### src/hdl/erfd_pkg.sv
// Shared types, constants and the segment table for the echo range filter display.
package erfd_pkg;

    // Field widths
    localparam int ECHO_W   = 16;
    localparam int CFG_W    = 16;
    localparam int LIMIT_W  = 12;
    localparam int DIST_W   = 12;
    localparam int SEG_W    = 8;
    localparam int DIGITS   = 4;
    localparam int DIGIT_W  = 4;
    localparam int STATE_W  = 28;
    localparam int CFG_IDX_W = 2;

    // Shared multiplier operand and product widths
    localparam int MUL_A_W = 17;
    localparam int MUL_B_W = 28;
    localparam int MUL_P_W = MUL_A_W + MUL_B_W;

    // Q0.16 weight complement uses one as 2^16
    localparam logic [MUL_A_W-1:0] ONE_Q16 = 17'h10000;

    // Divide by ten for values below 2^12: q = (x * 52429) >> 19
    localparam logic [MUL_B_W-1:0] DIV10_MUL   = 28'd52429;
    localparam int                 DIV10_SHIFT = 19;
    localparam int                 QUOT_W      = 9;

    // Configuration register indexes
    localparam logic [CFG_IDX_W-1:0] REG_SCALE  = 2'd0;
    localparam logic [CFG_IDX_W-1:0] REG_WEIGHT = 2'd1;
    localparam logic [CFG_IDX_W-1:0] REG_LIMIT  = 2'd2;

    // Reset values of the configuration registers
    localparam logic [CFG_W-1:0]   SCALE_RST  = 16'd3378;
    localparam logic [CFG_W-1:0]   WEIGHT_RST = 16'd655;
    localparam logic [LIMIT_W-1:0] LIMIT_RST  = 12'd31;

    typedef struct packed {
        logic              op;
        logic [ECHO_W-1:0] echo_us;
    } t_in;

    typedef struct packed {
        logic              running;
        logic [DIST_W-1:0] distance_cm;
        logic              in_range;
        logic [SEG_W-1:0]  seg_thousands;
        logic [SEG_W-1:0]  seg_hundreds;
        logic [SEG_W-1:0]  seg_tens;
        logic [SEG_W-1:0]  seg_units;
        logic [DIGITS-1:0] digit_enables;
    } t_out;

    // Digit 0 is thousands, digit 3 is units
    typedef logic [DIGITS-1:0][DIGIT_W-1:0] t_digits;
    typedef logic [DIGITS-1:0][SEG_W-1:0]   t_segs;

    function automatic logic [SEG_W-1:0] seg_lookup(input logic [DIGIT_W-1:0] d);
        logic [SEG_W-1:0] s;
        unique case (d)
            4'd0:    s = 8'h88;
            4'd1:    s = 8'hBE;
            4'd2:    s = 8'hC4;
            4'd3:    s = 8'hA4;
            4'd4:    s = 8'hB2;
            4'd5:    s = 8'hA1;
            4'd6:    s = 8'h83;
            4'd7:    s = 8'hBC;
            4'd8:    s = 8'h80;
            4'd9:    s = 8'hB0;
            default: s = 8'h00;
        endcase
        return s;
    endfunction

endpackage

### src/hdl/erfd_mul.sv
// Shared registered multiplier used by every multiply step of the sequencer.
module erfd_mul (
    input  logic                         i_clk,
    input  logic [erfd_pkg::MUL_A_W-1:0] i_a,
    input  logic [erfd_pkg::MUL_B_W-1:0] i_b,
    output logic [erfd_pkg::MUL_P_W-1:0] o_p
);

    logic [erfd_pkg::MUL_P_W-1:0] r_p;

    always_ff @(posedge i_clk) begin
        r_p <= erfd_pkg::MUL_P_W'(i_a) * erfd_pkg::MUL_P_W'(i_b);
    end

    assign o_p = r_p;

endmodule

### src/hdl/erfd_disp.sv
// Seven-segment encoding with leading-zero blanking for the four-digit readout.
module erfd_disp (
    input  erfd_pkg::t_digits                i_digits,
    input  logic                             i_show,
    output erfd_pkg::t_segs                  o_segs,
    output logic [erfd_pkg::DIGITS-1:0]      o_enables
);

    logic lit;

    // Light every digit from the first nonzero one onward
    always_comb begin
        lit = 1'b0;
        for (int i = 0; i < erfd_pkg::DIGITS; i++) begin
            if (i_digits[i] != '0) begin
                lit = 1'b1;
            end
            o_enables[i] = i_show & lit;
            o_segs[i]    = (i_show & lit) ? erfd_pkg::seg_lookup(i_digits[i]) : '0;
        end
    end

endmodule

### src/hdl/echo_range_filter_display.sv
// Top level of the echo range filter display: sequencer, state and config registers.
//
// Input channel (i_in_valid / o_in_stall / i_in_data) carries one word per
// echo measurement or button press; a word is taken when valid is high and
// stall is low. Output channel (o_out_valid / i_out_stall / o_out_data)
// returns exactly one result word per input word, in order.
// Configuration: pulse i_cfg_we with i_cfg_index (0 scale, 1 smoothing
// weight, 2 range limit) and i_cfg_data; index 3 is ignored. Write only
// while the block is idle.
// A button press or an echo while paused goes from accept straight to
// the final step; an echo in run mode first passes through the filter
// update, then three divide-by-ten passes that are skipped when it lands
// out of range. Every multiply step goes through the single shared
// multiplier. The block takes one word at a time and accepts the next
// only once the last has left its final step.
// A finished result sits in an output register; the next word is accepted
// while that result waits. If the receiver stalls and a second result is
// ready, the sequencer holds in its final step until the register frees.
// Reset clears the filter, enters run mode and loads the default config.
module echo_range_filter_display #(
    parameter int FRACTION_BITS = 16
) (
    input  logic                            i_clk,
    input  logic                            i_rst_n,
    input  logic                            i_in_valid,
    output logic                            o_in_stall,
    input  erfd_pkg::t_in                   i_in_data,
    output logic                            o_out_valid,
    input  logic                            i_out_stall,
    output erfd_pkg::t_out                  o_out_data,
    input  logic                            i_cfg_we,
    input  logic [erfd_pkg::CFG_IDX_W-1:0]  i_cfg_index,
    input  logic [erfd_pkg::CFG_W-1:0]      i_cfg_data
);

    // Q.16 to Q.F conversion shifts
    localparam int LSH  = (FRACTION_BITS > 16) ? FRACTION_BITS - 16 : 0;
    localparam int RSH  = (FRACTION_BITS < 16) ? 16 - FRACTION_BITS : 0;
    localparam int SW   = 2 * erfd_pkg::ECHO_W + LSH;
    // Range compare width covers both the state and the shifted limit
    localparam int LW   = erfd_pkg::LIMIT_W + FRACTION_BITS;
    localparam int CW   = (LW > erfd_pkg::STATE_W) ? LW : erfd_pkg::STATE_W;
    localparam int SUMW = erfd_pkg::MUL_P_W;

    typedef enum logic [7:0] {
        S_IDLE = 8'b0000_0001,
        S_SAMP = 8'b0000_0010,
        S_WS   = 8'b0000_0100,
        S_WF   = 8'b0000_1000,
        S_SUM  = 8'b0001_0000,
        S_DIV  = 8'b0010_0000,
        S_DIG  = 8'b0100_0000,
        S_DONE = 8'b1000_0000
    } t_state;

    t_state r_state, n_state;

    // Config registers
    logic [erfd_pkg::CFG_W-1:0]   r_scale;
    logic [erfd_pkg::CFG_W-1:0]   r_weight;
    logic [erfd_pkg::LIMIT_W-1:0] r_limit;

    // Block state
    logic                          r_run;
    logic [erfd_pkg::STATE_W-1:0]  r_filt;

    // Working registers
    logic [erfd_pkg::STATE_W-1:0]  r_sample;
    logic [erfd_pkg::MUL_P_W-1:0]  r_acc;
    logic [erfd_pkg::DIST_W-1:0]   r_dist;
    logic [erfd_pkg::DIST_W-1:0]   r_rem;
    logic [1:0]                    r_cnt;
    logic                          r_show;
    erfd_pkg::t_digits             r_dig;

    // Output register
    logic                          r_out_valid;
    erfd_pkg::t_out                r_out;

    // Shared multiplier operands and product
    logic [erfd_pkg::MUL_A_W-1:0]  mul_a;
    logic [erfd_pkg::MUL_B_W-1:0]  mul_b;
    logic [erfd_pkg::MUL_P_W-1:0]  mul_p;

    logic                          accept;
    logic                          out_free;
    logic [SW-1:0]                 sample_wide;
    logic [erfd_pkg::STATE_W-1:0]  sample_sat;
    logic [SUMW-1:0]               sum;
    logic [erfd_pkg::STATE_W-1:0]  n_filt;
    logic                          in_range;
    logic [erfd_pkg::QUOT_W-1:0]   quot;
    logic [erfd_pkg::DIST_W-1:0]   quot_x10;
    logic [erfd_pkg::DIGIT_W-1:0]  digit;
    erfd_pkg::t_segs               segs;
    logic [erfd_pkg::DIGITS-1:0]   enables;

    assign o_in_stall = (r_state != S_IDLE);
    assign accept     = i_in_valid && (r_state == S_IDLE);
    assign out_free   = !r_out_valid || !i_out_stall;

    // Route operands to the multiplier for the step being issued
    always_comb begin
        mul_a = '0;
        mul_b = '0;
        unique case (r_state)
            S_IDLE: begin
                mul_a = erfd_pkg::MUL_A_W'(i_in_data.echo_us);
                mul_b = erfd_pkg::MUL_B_W'(r_scale);
            end
            S_WS: begin
                mul_a = erfd_pkg::MUL_A_W'(r_weight);
                mul_b = r_sample;
            end
            S_WF: begin
                mul_a = erfd_pkg::ONE_Q16 - erfd_pkg::MUL_A_W'(r_weight);
                mul_b = r_filt;
            end
            S_DIV: begin
                mul_a = erfd_pkg::MUL_A_W'(r_rem);
                mul_b = erfd_pkg::DIV10_MUL;
            end
            default: begin
                mul_a = '0;
                mul_b = '0;
            end
        endcase
    end

    erfd_mul u_mul (
        .i_clk (i_clk),
        .i_a   (mul_a),
        .i_b   (mul_b),
        .o_p   (mul_p)
    );

    // Bring echo * scale to F fraction bits and saturate to the state width
    assign sample_wide = (SW'(mul_p[2*erfd_pkg::ECHO_W-1:0]) << LSH) >> RSH;
    assign sample_sat  = ((sample_wide >> erfd_pkg::STATE_W) != '0) ? '1
                         : erfd_pkg::STATE_W'(sample_wide);

    // Filter update and range check; the weighted sum never exceeds the state width
    assign sum      = r_acc + mul_p;
    assign n_filt   = sum[16 +: erfd_pkg::STATE_W];
    assign in_range = !(CW'(n_filt) > (CW'(r_limit) << FRACTION_BITS));

    // One decimal digit per pass: quotient and remainder by ten
    assign quot     = mul_p[erfd_pkg::DIV10_SHIFT +: erfd_pkg::QUOT_W];
    assign quot_x10 = erfd_pkg::DIST_W'({quot, 3'b000}) + erfd_pkg::DIST_W'({quot, 1'b0});
    assign digit    = erfd_pkg::DIGIT_W'(r_rem - quot_x10);

    erfd_disp u_disp (
        .i_digits  (r_dig),
        .i_show    (r_show),
        .o_segs    (segs),
        .o_enables (enables)
    );

    always_comb begin
        n_state = r_state;
        unique case (r_state)
            S_IDLE: begin
                if (accept) begin
                    n_state = (!i_in_data.op && r_run) ? S_SAMP : S_DONE;
                end
            end
            S_SAMP:  n_state = S_WS;
            S_WS:    n_state = S_WF;
            S_WF:    n_state = S_SUM;
            S_SUM:   n_state = in_range ? S_DIV : S_DONE;
            S_DIV:   n_state = S_DIG;
            S_DIG:   n_state = (r_cnt == 2'd2) ? S_DONE : S_DIV;
            S_DONE:  n_state = out_free ? S_IDLE : S_DONE;
            default: n_state = S_IDLE;
        endcase
    end

    // Control state
    always_ff @(posedge i_clk) begin
        if (!i_rst_n) begin
            r_state     <= S_IDLE;
            r_run       <= 1'b1;
            r_filt      <= '0;
            r_out_valid <= 1'b0;
            r_scale     <= erfd_pkg::SCALE_RST;
            r_weight    <= erfd_pkg::WEIGHT_RST;
            r_limit     <= erfd_pkg::LIMIT_RST;
        end else begin
            r_state <= n_state;

            // Toggle run mode on a button word
            if (accept && i_in_data.op) begin
                r_run <= !r_run;
            end

            // Commit the filtered value
            if (r_state == S_SUM) begin
                r_filt <= n_filt;
            end

            // Load the output register when the final step can hand off
            if (r_state == S_DONE && out_free) begin
                r_out_valid <= 1'b1;
            end else if (!i_out_stall) begin
                r_out_valid <= 1'b0;
            end

            if (i_cfg_we) begin
                priority case (i_cfg_index)
                    erfd_pkg::REG_SCALE:  r_scale  <= i_cfg_data;
                    erfd_pkg::REG_WEIGHT: r_weight <= i_cfg_data;
                    erfd_pkg::REG_LIMIT:  r_limit  <= erfd_pkg::LIMIT_W'(i_cfg_data);
                    default: ;
                endcase
            end
        end
    end

    // Datapath registers
    always_ff @(posedge i_clk) begin
        if (!i_rst_n) begin
            r_show <= 1'b0;
            r_cnt  <= '0;
        end else begin
            unique case (r_state)
                S_IDLE: begin
                    if (accept) begin
                        r_show <= 1'b0;
                    end
                end
                S_SAMP: r_sample <= sample_sat;
                S_WF:   r_acc    <= mul_p;
                S_SUM: begin
                    r_show <= in_range;
                    r_dist <= erfd_pkg::DIST_W'(n_filt >> FRACTION_BITS);
                    r_rem  <= erfd_pkg::DIST_W'(n_filt >> FRACTION_BITS);
                    r_cnt  <= '0;
                end
                S_DIG: begin
                    // Fill units, tens, hundreds; the last quotient is thousands
                    r_dig[2'd3 - r_cnt] <= digit;
                    if (r_cnt == 2'd2) begin
                        r_dig[0] <= erfd_pkg::DIGIT_W'(quot);
                    end
                    r_rem <= erfd_pkg::DIST_W'(quot);
                    r_cnt <= r_cnt + 2'd1;
                end
                S_DONE: begin
                    if (out_free) begin
                        r_out.running       <= r_run;
                        r_out.distance_cm   <= r_show ? r_dist : '0;
                        r_out.in_range      <= r_show;
                        r_out.seg_thousands <= segs[0];
                        r_out.seg_hundreds  <= segs[1];
                        r_out.seg_tens      <= segs[2];
                        r_out.seg_units     <= segs[3];
                        r_out.digit_enables <= enables;
                    end
                end
                default: ;
            endcase
        end
    end

    assign o_out_valid = r_out_valid;
    assign o_out_data  = r_out;

endmodule
### config.mk
export PLATFORM = sky130hd
export DESIGN_NAME = echo_range_filter_display
export DESIGN_NICKNAME = d
export VERILOG_FILES = /design/src/hdl/erfd_pkg.sv /design/src/hdl/erfd_mul.sv /design/src/hdl/erfd_disp.sv /design/src/hdl/echo_range_filter_display.sv
export SDC_FILE = /design/constraint.sdc
export NUM_CORES = 2
export LEC_CHECK = 0
export ABC_AREA = 1
export BUFFER_PORTS_ARGS = -buffer_cell sky130_fd_sc_hd__buf_2
export CAP_MARGIN = 20
export CORE_ASPECT_RATIO = 0.9
export CORE_MARGIN = 2
export CORE_UTILIZATION = 50
export DETAILED_ROUTE_END_ITERATION = 6
export PLACE_DENSITY = 0.76
export SLEW_MARGIN = 20
export SYNTH_ARGS = -nofsm -noshare
export SYNTH_HDL_FRONTEND = slang
export SYNTH_SLANG_ARGS = --single-unit
### constraint.sdc
create_clock -name i_clk -period 8.5 [get_ports i_clk]
set_clock_uncertainty 0.15 [all_clocks]
set_input_delay 1.275 -clock i_clk [delete_from_list [all_inputs] [get_ports i_clk]]
set_output_delay 1.275 -clock i_clk [all_outputs]
set_load 0.01 [all_outputs]
# --- After elaboration in Yosys (flattened, before gate mapping) ---
# Memory sizes are Yosys's and may differ from the RTL's. A register that Yosys moved wholly into a read port is not among the register bits.
# Index checks and enable logic that the tools add are counted.
classes:
  n_addsub: 6
  mul: 1
  magnitude_cmp: 3
  n_eq_ne: 14
  n_mux: 22
  bitwise_logic: 4
  n_reduce_logical: 33
op_table:
  columns: ["op", "n"]
  rows:
  - ["one-hot mux 28 bit (4 select lines)", 1]
  - ["one-hot mux 17 bit (4 select lines)", 1]
  - ["one-hot mux 8 bit (8 select lines)", 1]
  - ["adder 44 bit", 1]
  - ["multiplier 17 x 28 -> 44 bit", 1]
  - ["2-to-1 mux 8 bit", 5]
  - ["nonzero test 32 bit", 1]
  - ["greater-than comparator 28 bit", 1]
  - ["one-hot mux 12 bit (2 select lines)", 1]
  - ["AND reduction 2 bit", 9]
  - ["subtractor 17 x 16 -> 17 bit (first input constant)", 1]
  - ["bitwise mux 16 bit", 1]
  - ["nonzero test 4 bit", 4]
  - ["logical NOT 1 bit", 9]
  - ["demux 4 bit (select 2 bit)", 1]
  - ["== test 8 x 1 -> 1 bit (second input constant)", 1]
  - ["== test 8 x 2 -> 1 bit (second input constant)", 1]
  - ["== test 8 x 3 -> 1 bit (second input constant)", 1]
  - ["== test 8 x 4 -> 1 bit (second input constant)", 1]
  - ["== test 8 x 5 -> 1 bit (second input constant)", 1]
  - ["== test 8 x 6 -> 1 bit (second input constant)", 1]
  - ["== test 8 x 7 -> 1 bit (second input constant)", 1]
  - ["== test 8 bit (second input constant)", 1]
  - ["2-to-1 mux 4 bit", 2]
  - ["other kinds (20)", 35]
totals:
  ff_bits: 259
  mem_bits_ro: 512
  elab_cells: 109
  mem_count: 4
mem_list:
  columns: ["name", "words", "width", "read_ports", "rd_ports_with_merged_regs", "wr", "line_no", "source"]
  rows:
  - ["(name not given)", 16, 8, 1, 1, 0, "erfd_pkg.sv:60", "unique case (d)"]
  - ["(name not given)", 16, 8, 1, 1, 0, "erfd_pkg.sv:60", null]
  - ["(name not given)", 16, 8, 1, 1, 0, "erfd_pkg.sv:60", null]
  - ["(name not given)", 16, 8, 1, 1, 0, "erfd_pkg.sv:60", null]

# --- Longest topological paths before layout ---
depth:
  depth_word: 7
  depth_mapped: 40

# --- Hierarchy ---
# A second synthesis with hierarchy kept.
unflattened:
  cells_unflattened: 4146
  area_unflattened_um2: 31546.5
by_module_without_submodules:
  columns: ["mod", "instances", "cells_each", "area_per_inst_um2", "seq_area_each_um2"]
  rows:
  - ["erfd_mul", 1, 2366, 17345.4, 900.9]
  - ["echo_range_filter_display", 1, 1628, 13208.9, 6566.3]
  - ["erfd_disp", 1, 152, 992.2, 0.0]

# --- Least setup slack after synthesis ---
# Ideal clock, no wire load.
synth_path:
  path_kind: "input to register"
  startpoint: "input i_in_data[7] in the netlist's numbering"
  endpoint: "register u_mul.r_p, in the netlist u_mul.o_p[25]"
  t_arrival_ps: 6495
  required_time_ps: 8227
  path_slack_ps: 1732
  stages: 23
  n_path_buf: 1
  cell_sequence: "a221oi_1 > inv_1 > nor2_1 > buf_2 > nor2_1 > fa_1 > inv_1 > fa_1 > fa_1 > fa_1 > inv_1 > fa_1 > fa_1 > ha_1 > a21oi_1 > inv_1 > a31oi_1 > o21ai_1 > a21oi_1 > o21ai_1 > a21oi_1 > o21ai_1 > xor2_1"
synth_between:
  elab_chain_len: 2
synth_lines:
  columns: ["item", "line_no", "source"]
  rows:
  - ["from (decl)", "echo_range_filter_display.sv:27", "input erfd_pkg::t_in i_in_data,"]
  - ["one-hot mux 17 bit (4 select lines)", "echo_range_filter_display.sv:106", "unique case (r_state)"]
  - ["multiplier 17 x 28 -> 44 bit", "erfd_mul.sv:12", "r_p <= erfd_pkg::MUL_P_W'(i_a) * erfd_pkg::MUL_P_W'(i_b);"]
  - ["to (signal assigned)", "erfd_mul.sv:12", null]
  - ["to (decl)", "erfd_mul.sv:9", "logic [erfd_pkg::MUL_P_W-1:0] r_p;"]
# Every way passes these cells.
# A chain may end at the register's enable or synchronous reset.

# --- Final worst setup path ---
layout_path:
  startpoint: "register r_state[7]"
  endpoint: "register u_mul.r_p, in the netlist u_mul.o_p[41]"
layout_between:
  elab_chain_len: 3
layout_lines:
  columns: ["item", "line_no", "source"]
  rows:
  - ["from (decl)", "echo_range_filter_display.sv:56", "t_state r_state, n_state;"]
  - ["from (signal assigned)", "echo_range_filter_display.sv:189", "r_state <= n_state;"]
  - ["== test 8 x 6 -> 1 bit (tied with other cells)", "echo_range_filter_display.sv:106", null]
  - ["one-hot mux 17 bit (4 select lines) or one-hot mux 28 bit (4 select lines) (tied branches)", "echo_range_filter_display.sv:106", null]
  - ["multiplier 17 x 28 -> 44 bit *", "erfd_mul.sv:12", null]
# Mark *: on every way between the ends. The rest lies on a longest branch, timed or not.

==> impl_metrics.csv <==
group,metric,value,unit
global_route,grt_util_all_layers,27.0,%
final_layout,drive_above_1_share,8.38,%
power,ir_drop,0.287,mV
worst_hold_path,min_to,"r_acc[33]",
sta,fin_setup_tns,0,ns
die,placementRows,85,
clock_network,clk_pin_slew,0.06,ns
outcome,violations,"DRC",
final_layout,fillCellCount,5408,
clock_network,cts-buffers-inserted,30,
placed_design,gp_congestion,0.978,
logic_synthesis,netlist-cell-type-count,63,
clock_network,insertion_delay,0.59,ns
power,power.leakage,16.3,nW
logic_synthesis,synth_edf_count,162,
global_route,grt_pass1_wl,132000,um
final_layout,diodes,0,
power,p_switching,3.64,mW
setup_path,crit_type,"reg -> reg",
setup_path,cp_common_cell,"fa_1",
power,powerDensity,232,nW/um2
clock_network,cts_tree,"yes",
routing,ant_nets,0,
sta,tightest_slew,0.944,ns
sta,finalMaxSlewViolations,0,
final_layout,nets,4384,
routing,wirelength,83800,um
sta,rsz0062_at_grt,"no",
setup_path,cp-start-kind,"register",
sta,finalHoldViolCount,0,
clock_network,max-clock-path-buffers,3,
setup_path,crit-reg2reg-capture,"u_mul.o_p[41]",
die,die_x,262,um
routing,first_pass_iters,7,
run,max_cap_viol_count,0,
sta,fin_crit_sh,94.9,%
setup_path,arrival,8.38,ns
global_route,grt_max_degree,54,
outcome,status,"finished with violations",
logic_synthesis,synth_ff_type,"edfxtp_1",
setup_path,reg2reg_slack,0.43,ns
setup_path,critPathSlowestCell,"nand4_2",
die,die-area,62000,um2
logic_synthesis,ys_async_sr_fraction,0,%
logic_synthesis,yosysWarnings,0,
placed_design,portBuffers,91,
routing,dr.first_iter.drc_count,2467,
clock_network,cts_root_buf,"clkbuf_16",
power,p_total,7.55,mW
die,core,59600,um2
worst_hold_path,hp-start,"u_mul.o_p[33]",
global_route,grt_pass1_vias,24200,
setup_path,r2r-start,"r_state[7]",
routing,vias,24600,
die,start_util,50.4,%
clock_network,hold_buffers,0,
final_layout,finalInstanceArea,32500,um2
sta,finalSetupViolCount,0,
power,switching_share,48.2,%
sta,max_freq,124,MHz
setup_path,critPathTopFamily,"adder cells",
power,internal_power,3.91,mW
placed_design,dp_hpwl,67900,um
clock_network,clock-sinks,291,
global_route,grt_overflow,0,
setup_path,slowest_delay,0.63,ns
global_route,grt_antenna_before_repair,0,
power,power.share.clock,17.3,%
sta,min_period,8.07,ns
worst_hold_path,whs_path_depth,0,
final_layout,area_delta_synth_final,8.26,%
logic_synthesis,netlist_area,30000,um2
logic_synthesis,syn_area_per_cell,8.20,um2
die,die_height,236,um
setup_path,worst_r2r_path_depth,26,
setup_path,crit_fanout,29,
logic_synthesis,synth_cells,3659,
logic_synthesis,yosysSeqAreaShare,24.8,%
worst_hold_path,min_path_type,"reg -> reg",
routing,avgViaCountPerCell,5.39,
die,ioPinCount,92,
routing,post_drt_wl_per_cell,18.3,um
setup_path,endpoint_kind,"register",
logic_synthesis,ys_seq_elements,291,
logic_synthesis,syn_nets,4282,
power,p_comb_share,58.8,%
placed_design,placed_area,31500,um2
power,power_frac_seq,23.8,%
setup_path,crit_buf_inv,6,
clock_network,htree_levels,1,
sta,maxSlewHeadroom,37.1,%
setup_path,cp.required,8.81,ns
routing,drc,6,
==> power by group through the flow <==
stage                     Sequential [mW]  Clock (mW)  Combinational (mW)
after global routing                 1.80        1.37                4.96
after detailed placement             1.82           0                4.34
after floorplan                      1.73           0                3.15
after CTS                            1.80        1.32                4.38
final                                1.80        1.31                4.44
after global placement               1.82           0                4.31
==> how the worst max path moves through the flow <==
| stage | start | end | slack (ns) | cells after the start |
|---|---|---|---|---|
| 5_1_grt | r_state[2] | u_mul.o_p[43] | 0.09 | 32 |
| 3_5_place_dp | r_state[3] | u_mul.o_p[41] | 0.62 | 28 |
| 4_1_cts | r_state[3] | u_mul.o_p[41] | 0.58 | 28 |
| 3_3_place_gp | r_state[3] | u_mul.o_p[32] | 0.64 | 32 |
| 6_report | r_state[7] | u_mul.o_p[41] | 0.43 | 26 |
| 2_1_floorplan | i_in_data[7] | u_mul.o_p[25] | 1.73 | 23 |
==> state kept, by name, summed over array words and instances, names as in the netlist <==
name and count:
r_scale 16, r_weight 16, r_dig 16, r_sample 28
r_dist 12, o_out_data 50, r_show 1, r_run 1
r_state 8, o_out_valid 1, r_limit 12, r_acc 44
r_rem 12, u_mul.o_p 44, r_filt 28, r_cnt 2
==> per-stage QoR <==
| stage | util (%) | cells | worst slack, ns | hold slack [ns] |
|---|---|---|---|---|
| after floorplan | - | 3659 | 1.73 | 0.262 |
| after global placement | 52.9 | 4512 | 0.644 | 0.277 |
| after detailed placement | 52.9 | 4512 | 0.617 | 0.277 |
| after CTS | 54.5 | 4568 | 0.584 | 0.291 |
| after global routing | 54.5 | 4568 | 0.0908 | 0.299 |
| final | 54.5 | 4568 | 0.432 | 0.289 |
==> synthesized netlist by cell type, drive strengths merged, types with 13 or more instances <==
master	n	area (um2)
a21oi	156	788
buf	72	450
clkbuf	26	97.6
dfxtp	129	2580
edfxtp	162	4860
fa	388	7770
ha	195	2440
inv	886	3330
nand2	826	3140
nand3	78	390
nand4	25	169
nor2	379	1550
nor3	28	188
nor4	13	124
o211ai	19	143
o21ai	120	616
o22ai	19	169
xnor2	22	193
xor2	37	324
==> final cells by class <==
cell class / count / area, um2 / share of cell area (%)
Multi-Input combinational cell: 2379 / 18700 / 57.5
Sequential cell: 291 / 7450 / 22.9
Inverter: 891 / 3350 / 10.3
Clock inverter: 13 / 108 / 0.331
Clock buffer: 43 / 877 / 2.70
Timing Repair Buffer: 168 / 1030 / 3.18
Tap cell: 783 / 980 / 3.02
==> placed cells by master, fill, tap and decap left out, drive strengths merged, types with 2 or more instances in the layout <==
| cell type | instances |
|---|---|
| a31oi | 9 |
| clkbuf | 43 |
| o22ai | 19 |
| nand4 | 25 |
| o221ai | 3 |
| a211oi | 3 |
| clkinv | 16 |
| o31ai | 2 |
| a221oi | 10 |
| buf | 168 |
| fa | 388 |
| nand2 | 826 |
| dfxtp | 129 |
| nor4 | 13 |
| o211ai | 19 |
| o21bai | 8 |
| inv | 887 |
| o21ai | 120 |
| xnor2 | 22 |
| nor2 | 379 |
| ha | 195 |
| a21o | 5 |
| nand3 | 78 |
| xor2 | 37 |
| o21a | 9 |
| a21oi | 156 |
| a22o | 3 |
| a21boi | 7 |
| edfxtp | 162 |
| and3 | 2 |
| nor3 | 28 |
| or2 | 6 |
==> cell families after synthesis <==
logic type               after synthesis  synth area share [%]
buffers and inverters                989                  13.0
flip-flops                           291                  24.8
AO/OA/AOI/OAI                        377                  7.69
AND/OR/NAND/NOR                     1360                  18.8
XOR/XNOR                              59                  1.72
adder cells (fa/ha/maj)              583                  34.0
==> what timing repair did <==
| item | CTS | global route |
|---|---|---|
| endpoints found under the setup margin | 0 | 1 |
| gates resized for setup | 0 | 1 |
| setup buffers | 0 | 0 |
==> routing by layer <==
layer / vias to the layer above / part of all wire [%] / global-route usage [%]
li1: 11300 / - / -
met1: 11900 / 41 / 36.8
met2: 1205 / 45 / 42.6
met3: 230 / 10 / 6.04
met4: 0 / 3.9 / 9.28
met5: - / 0 / 0
No activity file was read; power rests on OpenSTA's default activity.
